===== src/hdl/sm4_pkg.sv =====
// SM4 core package: opcode, sequencer state and memory strobe types, S-box table and
// the byte substitution helper.
// No dependencies; used by every module of the SM4 core.
package sm4_pkg;

	// item opcodes; code 3 carries no meaning and is dropped
	typedef enum logic [1:0] {
		OP_LOAD = 2'd0,
		OP_ENC  = 2'd1,
		OP_DEC  = 2'd2
	} opcode_t;

	// round sequencer states
	typedef enum logic [1:0] {
		ST_IDLE,
		ST_RUN,
		ST_DONE
	} state_t;

	// memory read/write strobes from the sequencer
	typedef struct packed {
		logic we;
		logic re;
	} mem_ctl_t;

	localparam int WORD_W = 32;

	localparam logic [7:0] SBOX [256] = '{
		8'hd6,8'h90,8'he9,8'hfe,8'hcc,8'he1,8'h3d,8'hb7,8'h16,8'hb6,8'h14,8'hc2,8'h28,8'hfb,8'h2c,8'h05,
		8'h2b,8'h67,8'h9a,8'h76,8'h2a,8'hbe,8'h04,8'hc3,8'haa,8'h44,8'h13,8'h26,8'h49,8'h86,8'h06,8'h99,
		8'h9c,8'h42,8'h50,8'hf4,8'h91,8'hef,8'h98,8'h7a,8'h33,8'h54,8'h0b,8'h43,8'hed,8'hcf,8'hac,8'h62,
		8'he4,8'hb3,8'h1c,8'ha9,8'hc9,8'h08,8'he8,8'h95,8'h80,8'hdf,8'h94,8'hfa,8'h75,8'h8f,8'h3f,8'ha6,
		8'h47,8'h07,8'ha7,8'hfc,8'hf3,8'h73,8'h17,8'hba,8'h83,8'h59,8'h3c,8'h19,8'he6,8'h85,8'h4f,8'ha8,
		8'h68,8'h6b,8'h81,8'hb2,8'h71,8'h64,8'hda,8'h8b,8'hf8,8'heb,8'h0f,8'h4b,8'h70,8'h56,8'h9d,8'h35,
		8'h1e,8'h24,8'h0e,8'h5e,8'h63,8'h58,8'hd1,8'ha2,8'h25,8'h22,8'h7c,8'h3b,8'h01,8'h21,8'h78,8'h87,
		8'hd4,8'h00,8'h46,8'h57,8'h9f,8'hd3,8'h27,8'h52,8'h4c,8'h36,8'h02,8'he7,8'ha0,8'hc4,8'hc8,8'h9e,
		8'hea,8'hbf,8'h8a,8'hd2,8'h40,8'hc7,8'h38,8'hb5,8'ha3,8'hf7,8'hf2,8'hce,8'hf9,8'h61,8'h15,8'ha1,
		8'he0,8'hae,8'h5d,8'ha4,8'h9b,8'h34,8'h1a,8'h55,8'had,8'h93,8'h32,8'h30,8'hf5,8'h8c,8'hb1,8'he3,
		8'h1d,8'hf6,8'he2,8'h2e,8'h82,8'h66,8'hca,8'h60,8'hc0,8'h29,8'h23,8'hab,8'h0d,8'h53,8'h4e,8'h6f,
		8'hd5,8'hdb,8'h37,8'h45,8'hde,8'hfd,8'h8e,8'h2f,8'h03,8'hff,8'h6a,8'h72,8'h6d,8'h6c,8'h5b,8'h51,
		8'h8d,8'h1b,8'haf,8'h92,8'hbb,8'hdd,8'hbc,8'h7f,8'h11,8'hd9,8'h5c,8'h41,8'h1f,8'h10,8'h5a,8'hd8,
		8'h0a,8'hc1,8'h31,8'h88,8'ha5,8'hcd,8'h7b,8'hbd,8'h2d,8'h74,8'hd0,8'h12,8'hb8,8'he5,8'hb4,8'hb0,
		8'h89,8'h69,8'h97,8'h4a,8'h0c,8'h96,8'h77,8'h7e,8'h65,8'hb9,8'hf1,8'h09,8'hc5,8'h6e,8'hc6,8'h84,
		8'h18,8'hf0,8'h7d,8'hec,8'h3a,8'hdc,8'h4d,8'h20,8'h79,8'hee,8'h5f,8'h3e,8'hd7,8'hcb,8'h39,8'h48
	};

	// byte-wise S-box over one word (tau)
	function automatic logic [WORD_W-1:0] sbox_word(input logic [WORD_W-1:0] v);
		sbox_word = {SBOX[v[31:24]], SBOX[v[23:16]], SBOX[v[15:8]], SBOX[v[7:0]]};
	endfunction

endpackage


===== src/hdl/sm4_if.sv =====
// Valid/ready channel interfaces of the SM4 core: request and response beats.
// No dependencies.
interface sm4_req_if;
	logic        valid;
	logic        ready;
	logic [1:0]  opcode;
	logic [4:0]  key_slot;
	logic [31:0] key_word;
	logic [63:0] block_hi;
	logic [63:0] block_lo;

	modport source (output valid, opcode, key_slot, key_word, block_hi, block_lo,
		input ready);
	modport sink (input valid, opcode, key_slot, key_word, block_hi, block_lo,
		output ready);
endinterface

interface sm4_rsp_if;
	logic        valid;
	logic        ready;
	logic [63:0] result_hi;
	logic [63:0] result_lo;

	modport source (output valid, result_hi, result_lo, input ready);
	modport sink (input valid, result_hi, result_lo, output ready);
endinterface


===== src/hdl/sm4_key_mem.sv =====
// Round key store: single-port-write, single-port-read synchronous memory,
// registered read data. Depends on sm4_pkg for the strobe struct.
module sm4_key_mem #(
	parameter int DEPTH = 32,
	parameter int AW    = 5
) (
	input  logic                    clk,
	input  sm4_pkg::mem_ctl_t       ctl,
	input  logic [AW-1:0]           wr_addr,
	input  logic [31:0]             wr_data,
	input  logic [AW-1:0]           rd_addr,
	output logic [31:0]             rd_data
);

	logic [31:0] mem [DEPTH];
	logic [31:0] rd_data_q;

	// write port; contents undefined until written
	always_ff @(posedge clk) begin
		if (ctl.we) begin
			mem[wr_addr] <= wr_data;
		end
	end

	// read port, registered read data
	always_ff @(posedge clk) begin
		if (ctl.re) begin
			rd_data_q <= mem[rd_addr];
		end
	end

	assign rd_data = rd_data_q;

endmodule


===== src/hdl/sm4_round.sv =====
// One SM4 round: T = x0 ^ L(tau(x1^x2^x3^rk)).
// Depends on sm4_pkg for the S-box.
module sm4_round (
	input  logic [31:0] x0,
	input  logic [31:0] x1,
	input  logic [31:0] x2,
	input  logic [31:0] x3,
	input  logic [31:0] rk,
	output logic [31:0] t
);

	logic [31:0] mix;
	logic [31:0] sub;

	// key mix and substitution
	assign mix = x1 ^ x2 ^ x3 ^ rk;
	assign sub = sm4_pkg::sbox_word(mix);

	// linear layer, rotations 2/10/18/24
	assign t = x0 ^ sub
		^ {sub[29:0], sub[31:30]}
		^ {sub[21:0], sub[31:22]}
		^ {sub[13:0], sub[31:14]}
		^ {sub[7:0],  sub[31:8]};

endmodule


===== src/hdl/sm4_block_cipher_core_unit.sv =====
// SM4 block cipher core, top level. Depends on sm4_pkg, sm4_if, sm4_key_mem, sm4_round.
// Key load beat: taken while idle, no response. Block beat: 32 rounds at one per cycle, then
// the block moves to the response register once that register is free, and the sequencer
// returns to idle. Requests only between blocks.
// Reset clears the sequencer and response valid; the key store is not cleared and must
// be loaded before use.
module sm4_block_cipher_core_unit #(
	parameter int ROUND_COUNT = 32
) (
	input  logic          clk,
	input  logic          arst_n,
	sm4_req_if.sink       req,
	sm4_rsp_if.source     rsp
);

	localparam int RW = $clog2(ROUND_COUNT);
	localparam logic [RW-1:0] LAST_RND = RW'(ROUND_COUNT - 1);

	sm4_pkg::state_t   state_q, state_nxt;
	sm4_pkg::opcode_t  op;
	sm4_pkg::mem_ctl_t mem_ctl;

	logic [RW-1:0] rnd_q;
	logic          dec_q;
	logic [31:0]   w_q [4];
	logic [31:0]   rk;
	logic [31:0]   t;
	logic [RW-1:0] rd_addr;
	logic          acc;
	logic          blk_acc;
	logic          last;
	logic          out_free;
	logic          load_out;
	logic          out_valid_q;
	logic [63:0]   res_hi_q;
	logic [63:0]   res_lo_q;

	assign op       = sm4_pkg::opcode_t'(req.opcode);
	assign acc      = req.valid && req.ready;
	assign blk_acc  = acc && (op == sm4_pkg::OP_ENC || op == sm4_pkg::OP_DEC);
	assign last     = (rnd_q == LAST_RND);
	assign out_free = !out_valid_q || rsp.ready;

	// next state
	always_comb begin
		state_nxt = state_q;
		case (state_q)
			sm4_pkg::ST_IDLE: begin
				if (blk_acc) begin
					state_nxt = sm4_pkg::ST_RUN;
				end
			end
			sm4_pkg::ST_RUN: begin
				if (last) begin
					state_nxt = sm4_pkg::ST_DONE;
				end
			end
			sm4_pkg::ST_DONE: begin
				if (out_free) begin
					state_nxt = sm4_pkg::ST_IDLE;
				end
			end
			default: state_nxt = sm4_pkg::ST_IDLE;
		endcase
	end

	// sequencer outputs: ready, memory strobes, key address, response load
	always_comb begin
		req.ready  = 1'b0;
		mem_ctl.we = 1'b0;
		mem_ctl.re = 1'b0;
		rd_addr    = '0;
		load_out   = 1'b0;
		case (state_q)
			sm4_pkg::ST_IDLE: begin
				req.ready  = 1'b1;
				mem_ctl.we = acc && op == sm4_pkg::OP_LOAD
					&& 32'(req.key_slot) < ROUND_COUNT;
				mem_ctl.re = blk_acc;
				// first key: slot 0 forwards, last slot backwards
				rd_addr    = (op == sm4_pkg::OP_DEC) ? LAST_RND : '0;
			end
			sm4_pkg::ST_RUN: begin
				mem_ctl.re = !last;
				rd_addr    = dec_q ? (LAST_RND - (rnd_q + 1'b1)) : (rnd_q + 1'b1);
			end
			sm4_pkg::ST_DONE: begin
				load_out = out_free;
			end
			default: begin
				req.ready = 1'b0;
			end
		endcase
	end

	always_ff @(posedge clk or negedge arst_n) begin
		if (!arst_n) begin
			state_q <= sm4_pkg::ST_IDLE;
		end else begin
			state_q <= state_nxt;
		end
	end

	// round counter and direction
	always_ff @(posedge clk or negedge arst_n) begin
		if (!arst_n) begin
			rnd_q <= '0;
			dec_q <= 1'b0;
		end else if (blk_acc) begin
			rnd_q <= '0;
			dec_q <= (op == sm4_pkg::OP_DEC);
		end else if (state_q == sm4_pkg::ST_RUN) begin
			rnd_q <= rnd_q + 1'b1;
		end
	end

	// key store; loads and block reads never share a cycle
	sm4_key_mem #(
		.DEPTH (ROUND_COUNT),
		.AW    (RW)
	) u_key_mem (
		.clk     (clk),
		.ctl     (mem_ctl),
		.wr_addr (RW'(req.key_slot)),
		.wr_data (req.key_word),
		.rd_addr (rd_addr),
		.rd_data (rk)
	);

	sm4_round u_round (
		.x0 (w_q[0]),
		.x1 (w_q[1]),
		.x2 (w_q[2]),
		.x3 (w_q[3]),
		.rk (rk),
		.t  (t)
	);

	// word register: load block, then shift in one round result per cycle
	always_ff @(posedge clk) begin
		if (blk_acc) begin
			w_q[0] <= req.block_hi[63:32];
			w_q[1] <= req.block_hi[31:0];
			w_q[2] <= req.block_lo[63:32];
			w_q[3] <= req.block_lo[31:0];
		end else if (state_q == sm4_pkg::ST_RUN) begin
			w_q[0] <= w_q[1];
			w_q[1] <= w_q[2];
			w_q[2] <= w_q[3];
			w_q[3] <= t;
		end
	end

	// response register, words in reversed order
	always_ff @(posedge clk or negedge arst_n) begin
		if (!arst_n) begin
			out_valid_q <= 1'b0;
		end else if (load_out) begin
			out_valid_q <= 1'b1;
		end else if (rsp.ready) begin
			out_valid_q <= 1'b0;
		end
	end

	always_ff @(posedge clk) begin
		if (load_out) begin
			res_hi_q <= {w_q[3], w_q[2]};
			res_lo_q <= {w_q[1], w_q[0]};
		end
	end

	assign rsp.valid     = out_valid_q;
	assign rsp.result_hi = res_hi_q;
	assign rsp.result_lo = res_lo_q;

`ifndef SYNTHESIS
	// a response beat only appears from the finishing state
	a_rsp_from_done: assert property (@(posedge clk) disable iff (!arst_n)
		$rose(out_valid_q) |-> $past(state_q == sm4_pkg::ST_DONE))
		else $error("response raised outside finishing state");

	// rounds advance one per cycle without stalls
	a_round_step: assert property (@(posedge clk) disable iff (!arst_n)
		(state_q == sm4_pkg::ST_RUN && !last)
		|=> (state_q == sm4_pkg::ST_RUN && rnd_q == $past(rnd_q) + 1'b1))
		else $error("round counter did not advance");

	// key memory never written and read in the same cycle
	a_mem_excl: assert property (@(posedge clk) disable iff (!arst_n)
		!(mem_ctl.we && mem_ctl.re))
		else $error("key memory write and read collide");
`endif

endmodule

===== src/flat_wrapper.sv =====
// flat-port wrapper written by rule: the top's interface ports become plain ports
module sm4_block_cipher_core_unit_flat 
#(
	parameter int ROUND_COUNT = 32
)
  (clk, arst_n, req_valid, req_opcode, req_key_slot, req_key_word, req_block_hi, req_block_lo, req_ready, rsp_valid, rsp_result_hi, rsp_result_lo, rsp_ready);
  sm4_req_if req_i ();
  sm4_rsp_if rsp_i ();
  input  logic clk;
  input  logic arst_n;
  input wire logic [$bits(req_i.valid)-1:0] req_valid;
  input wire logic [$bits(req_i.opcode)-1:0] req_opcode;
  input wire logic [$bits(req_i.key_slot)-1:0] req_key_slot;
  input wire logic [$bits(req_i.key_word)-1:0] req_key_word;
  input wire logic [$bits(req_i.block_hi)-1:0] req_block_hi;
  input wire logic [$bits(req_i.block_lo)-1:0] req_block_lo;
  output wire logic [$bits(req_i.ready)-1:0] req_ready;
  output wire logic [$bits(rsp_i.valid)-1:0] rsp_valid;
  output wire logic [$bits(rsp_i.result_hi)-1:0] rsp_result_hi;
  output wire logic [$bits(rsp_i.result_lo)-1:0] rsp_result_lo;
  input wire logic [$bits(rsp_i.ready)-1:0] rsp_ready;
  assign req_i.valid = req_valid;
  assign req_i.opcode = req_opcode;
  assign req_i.key_slot = req_key_slot;
  assign req_i.key_word = req_key_word;
  assign req_i.block_hi = req_block_hi;
  assign req_i.block_lo = req_block_lo;
  assign req_ready = req_i.ready;
  assign rsp_valid = rsp_i.valid;
  assign rsp_result_hi = rsp_i.result_hi;
  assign rsp_result_lo = rsp_i.result_lo;
  assign rsp_i.ready = rsp_ready;
  sm4_block_cipher_core_unit #(.ROUND_COUNT(ROUND_COUNT)) u_core (.clk(clk), .arst_n(arst_n), .req(req_i), .rsp(rsp_i));
endmodule

===== config.mk =====
export PLATFORM = sky130hd
export DESIGN_NAME = sm4_block_cipher_core_unit_flat
export DESIGN_NICKNAME = d
export VERILOG_FILES = /design/src/hdl/sm4_pkg.sv /design/src/hdl/sm4_if.sv /design/src/hdl/sm4_key_mem.sv /design/src/hdl/sm4_round.sv /design/src/hdl/sm4_block_cipher_core_unit.sv /design/src/flat_wrapper.sv
export SDC_FILE = /design/constraint.sdc
export NUM_CORES = 2
export LEC_CHECK = 0
export BUFFER_PORTS_ARGS = -buffer_cell sky130_fd_sc_hd__buf_2
export CORE_ASPECT_RATIO = 1.25
export CORE_MARGIN = 5
export CORE_UTILIZATION = 35
export DETAILED_ROUTE_END_ITERATION = 10
export PLACE_DENSITY = 0.59
export SYNTH_ARGS = -nofsm -noshare
export SYNTH_HDL_FRONTEND = slang
export SYNTH_SLANG_ARGS = --single-unit

===== constraint.sdc =====
create_clock -name clk -period 10.4 [get_ports clk]
set_input_delay 0.52 -clock clk [delete_from_list [all_inputs] [get_ports clk]]
set_output_delay 0.52 -clock clk [all_outputs]
set_load 0.01 [all_outputs]

# Yosys cells after proc, flatten, opt, wreduce, memory -nomap -nowiden
# Memory sizes are Yosys's and may differ from the RTL's. A register that Yosys moved wholly into a read port is not among the register bits.
# Index checks and enable logic that the tools add are counted.
[word_totals]
mem_bits_rw = 1152
n_memories = 6
romBits = 8192
reg_bits = 137
wordCells = 88
[memory_table]
columns = ["memory", "words", "width", "rd", "rd_clocked_by_memory_dff", "write_ports", "line_no", "source"]
rows = [
  ["(no name shown)", 256, 8, 1, 0, 0, "sm4_pkg.sv:49", "sbox_word = {SBOX[v[31:24]], SBOX[v[23:16]], SBOX[v[15:8]], SBOX[v[7:0]]};"],
  ["(no name shown)", 256, 8, 1, 0, 0, "sm4_pkg.sv:49", ""],
  ["(no name shown)", 256, 8, 1, 0, 0, "sm4_pkg.sv:49", ""],
  ["(no name shown)", 256, 8, 1, 0, 0, "sm4_pkg.sv:49", ""],
  ["u_core.u_key_mem.mem", 32, 32, 1, 1, 1, "sm4_key_mem.sv:15", "logic [31:0] mem [DEPTH];"],
  ["u_core.w_q", 4, 32, 4, 0, 4, "sm4_block_cipher_core_unit.sv:25", "logic [31:0] w_q [4];"],
]
[classes]
magnitude_cmp = 4
eq_ne = 8
muxes = 34
addsub = 2
n_bitwise = 16
reduce_logical = 12
[ops]
columns = ["operator", "n"]
rows = [
  ["$xor A32 B32 Y32", 8],
  ["$mux W32", 4],
  ["$mux W8", 8],
  ["$ge A9 B9 Y1 const B", 4],
  ["$not A8 Y9", 4],
  ["$mux W5", 4],
  ["$mux W1", 12],
  ["$pmux W5 S2", 1],
  ["$mux W2", 3],
  ["$ne A2 B1 Y1 const B", 3],
  ["$pmux W2 S3", 1],
  ["$add A5 B1 Y5 const B", 1],
  ["$eq A5 B5 Y1 const B", 1],
  ["$sub A5 B5 Y5 const A", 1],
  ["$eq A2 B1 Y1 const B", 2],
  ["$eq A2 B2 Y1 const B", 2],
  ["$logic_not A2 Y1", 2],
  ["$or A1 B1 Y1", 4],
  ["$reduce_bool A2 Y1", 2],
  ["$logic_and A1 B1 Y1", 3],
  ["$reduce_and A3 Y1", 1],
  ["$logic_not A1 Y1", 2],
  ["$logic_or A1 B1 Y1", 2],
  ["$pmux W1 S2", 1],
]

# Logic depth before layout (Yosys ltp)
[logic_depth]
word_depth = 13
ltp_mapped = 19

# Cells and area by module
# Synthesis repeated with hierarchy kept, for this count alone.
[unflattened]
cells_unflattened = 5531
hier_area_um2 = 66316.1
[by_module_without_submodules]
columns = ["module", "instances", "area_each_um2", "cells_each"]
rows = [
  ["sm4_key_mem", 1, 40805.4, 2260],
  ["sm4_round", 1, 15628.7, 2536],
  ["sm4_block_cipher_core_unit", 1, 9882.0, 735],
]

# Worst setup path after synthesis
# No wires, ideal clock.
[synth_timing]
kind = "register -> register"
startpoint = "reg u_core.state_q[0]"
endpoint = "reg u_core.res_hi_q[0] (netlist: u_core.rsp.result_hi[0]) (read register of u_core.w_q), enable pin"
arrival_time_ns = 6.397
stages_incl_launch_ff = 4
required_ns = 9.769
setup_slack_ns = 3.371
synth_period_minus_slack_ns = 7.029
path_buffers = 1
setup_ns = 0.631
cell_sequence = "dfrtp_1 clkbuf_1 nand2b_1 nor2b_1"
[synth_via]
elab_chain_cells = 2
[synth_lines]
columns = ["element", "line_no", "source"]
rows = [
  ["start, declared", "sm4_block_cipher_core_unit.sv:19", "sm4_pkg::state_t state_q, state_nxt;"],
  ["start signal, assigned", "sm4_block_cipher_core_unit.sv:98", "state_q <= sm4_pkg::ST_IDLE;"],
  ["start signal, assigned", "sm4_block_cipher_core_unit.sv:100", "state_q <= state_nxt;"],
  ["$eq A2 B2 Y1", "sm4_block_cipher_core_unit.sv:74", "case (state_q)"],
  ["$mux W1", "sm4_block_cipher_core_unit.sv:74", ""],
  ["net u_core.load_out", "sm4_block_cipher_core_unit.sv:33", "logic load_out;"],
  ["end, declared", "sm4_block_cipher_core_unit.sv:35", "logic [63:0] res_hi_q;"],
]
# The timed path passes the listed nets, and every way through them passes these cells.
# A chain may end at the register's enable or synchronous reset.

==> results by group <==
Run status
  – Status: finished, violations left
  – Violated checks: max-capacitance violations, max-slew violations

Floorplanning
  – Cell Rows: about 180
  – Die H: between 400 and 500 um
  – Initial Util: 0.3516
  – Core area: ~190000 um2
  – Ports: ~300
  – Full die area: approximately 200000 um2
  – Die width: between 300 and 400 um

STA
  – Slew Limit Fails: 3
  – Achievable frequency: approximately 170 MHz
  – Final Skew: 0.04877 ns
  – Slew @ Worst Pin: about 1.5 ns
  – Setup TNS: 0 ns
  – Hold Slack: 0.04582 ns
  – Final setup viols: 0
  – Worst setup slack after layout: about 4.6 ns
  – Hold Vio Cnt, Final: 0
  – RSZ-0062 raised after global routing: false
  – Fin crit share: 0.5600
  – Relative slew slack: -0.03443
  – Post-layout minimum cycle time: a little under 6 ns

Layout
  – Layout net count: ~6000
  – Final Instance Area: between 70000 and 80000 um2
  – Layout fillers: 17650
  – Area grow syn2layout: 13.95%
  – Fraction of layout cells with a size suffix above 1: 0.1514

Critical path
  – Setup crit end kind: flop
  – Cells on worst reg2reg path: 13
  – Critical Path AT: between 6 and 7 ns
  – Crit-path max FO: 49
  – Startpoint Class: flop
  – Internal reg-to-reg setup slack: 4.58 ns
  – WS Path Type: reg2reg
  – Worst reg2reg endpoint: u_core.w_q[3][18]
  – Req. time, crit path: approximately 11 ns
  – Reg-to-reg startpoint: u_core.w_q[3][8]

Clock network
  – Post-CTS Setup Bufs: 0
  – Clock root buffer: clkbuf_16
  – Reg clk slew, reported paths: 0.07 ns
  – CTS tree: done
  – Clock Latency Late Sink: 0.79 ns
  – CTS max path bufs: 3
  – CTS Buf Count: 138
  – H-tree depth: 4
  – Sinks on Clock Net: approximately 1300

Synth
  – Area leader, netlist: edfxtp_1
  – Sequential element share of the synthesized area: 0.5989
  – Commonest cells post-synth: 1312 x edfxtp_1, 836 x nand2_1, 355 x o21ai_0, 337 x clkbuf_1, 260 x nor2_1
  – Seq cells post-synth: between 1000 and 1500
  – Async SR Flop Fraction: 0.006813
  – Most common cell in the netlist: edfxtp_1
  – Share of the synthesized area in the top cell type: 0.5955
  – Syn_area_per_cell: 11.72 um2
  – Predominant post-synthesis flop cell: edfxtp_1
  – Synth top area cells: edfxtp_1 60%, nand2_1 4.7%, o21ai_0 2.7%, a211oi_1 2.2%, o221ai_1 2.2%
  – Syn Std Cell Area: roughly 66000 um2
  – Syn Inst Count: roughly 5600
  – Synth warnings: 0
  – Syn nets: between 5000 and 6000
  – EDFF count, synth: 1312
  – Synth unique cells: 99

Placement
  – Post-placement worst setup slack: between 4 and 5 ns
  – Number of buffers added on ports: 300
  – RD Place Congestion: approximately 1.0
  – Post-DP HPWL: 153.2 mm
  – Placed cell areas: 70630 um2

GRT
  – Initial antenna violation count: 24
  – First-pass GRT wire length: 358.5 mm
  – M2 GR Usage: 0.3923
  – Vias in the first global route: 50030
  – Busiest grt layer: met2
  – Grt met1 use: 0.3217
  – GRT met3 Usage: 0.04760
  – All-layer global routing usage: 0.2430
  – Largest net degree at the start of global routing: 205
  – Global-route congestion overflow total: 0

Routing
  – DR vias: 52560
  – Remaining DRCs: 0
  – DRT antenna net count: 0
  – Via density: 6.274
  – Drt pass-1 iters: 8
  – DR iter-0 viols: 7728
  – Final WL: about 250 mm
  – Avg WL per Cell: 29.82 um

Flow run
  – Max cap viols: 1

Min path
  – WHS Endpoint: u_core.w_q[3][6]
  – Hold path depth: 3
  – Worst hold path type: in2reg
  – Min-delay src: req_block_lo[6]
## worst max path at each step
stage                      start                      end  cells past startpoint
2_1_floorplan  u_core.state_q[0]  u_core.rsp.result_hi[0]                      3
3_3_place_gp    u_core.w_q[3][9]        u_core.w_q[3][18]                     13
3_5_place_dp    u_core.w_q[3][9]        u_core.w_q[3][18]                     13
4_1_cts         u_core.w_q[3][8]        u_core.w_q[3][18]                     13
5_1_grt         u_core.w_q[3][8]        u_core.w_q[3][18]                     13
6_report        u_core.w_q[3][8]        u_core.w_q[3][18]                     13
## critical path, cell delays in order, from the launching register on
cell and delay (ns):
edfxtp_1 0.51, xor2_1 0.33, xnor2_2 0.15, buf_4 0.54, ha_1 0.65, nor2_1 0.27
nor3_1 0.79, o31ai_1 0.27, a211o_1 0.37, a311oi_2 0.66, xnor2_1 0.35, xor2_1 0.25
xnor2_1 0.27, o21ai_1 0.09
## cell usage in the layout, fill, tap and decap left out, types with 78 or more instances in the layout
cell type  count
buf_4        151
o221ai_1     169
nand2_1      836
clkbuf_16    139
buf_2        300
a211oi_1     198
xnor2_1      129
nor3_1       106
a31oi_1      185
nor2_1       226
and2_0        78
o21ai_0      355
o22ai_1      182
a21oi_1      246
nand3_1       89
edfxtp_1    1312
## kinds of logic after synthesis
kind of cell             after synthesis  share of synthesized area
AO/OA/AOI/OAI                       1852                     0.1929
AND/OR/NAND/NOR                     1527                     0.1004
flip-flops                          1321                     0.5989
buffers and inverters                544                    0.03415
XOR/XNOR                             255                    0.03799
multiplexers                         118                    0.03081
adder cells (fa/ha/maj)               26                   0.004841
## metrics by stage
step           std cells    util
2_1_floorplan       5643       -
3_3_place_gp        8094  0.3753
3_5_place_dp        8094  0.3753
4_1_cts             8373  0.4005
5_1_grt             8374  0.4005
6_report            8377  0.4006
## what timing repair did
item / in CTS / in global routing
hold endpoints to repair: 42 / 0
hold buffers: 34 / 0
gates resized for setup: 0 / 0
setup endpoints to repair: 0 / 0
## area by class of cell
class / instances / area (um2) / share of cell area
tap: 2520 / 3153 / 0.04182
timing repair buffer: 491 / 3095 / 0.04106
clock buffer: 174 / 3610 / 0.04788
multi-input combinational: 3778 / 25020 / 0.3319
clock inverter: 71 / 802.0 / 0.01064
inverter: 18 / 72.57 / 0.0009626
antenna: 4 / 10.01 / 0.0001328
sequential: 1321 / 39620 / 0.5256
## sequential cells by signal, summed over array words and instances (netlist names)
register and cells:
u_core.rsp.valid 1, u_core.w_q 128, u_core.state_q 2, u_core.rsp.result_hi 64
u_core.rsp.result_lo 64, u_core.dec_q 1, u_core.u_key_mem.mem 1024, u_core.u_key_mem.rd_data 32
u_core.rnd_q 5
## metal layers
metal  wire length [um]  share of wire
met4              12040          0.048
met1              98080           0.39
met3              23870          0.096
met5                107        0.00043
met2             115700           0.46
Power is not shown: default switching activity piles up to over one toggle a cycle in this logic, so the estimate is an artifact.
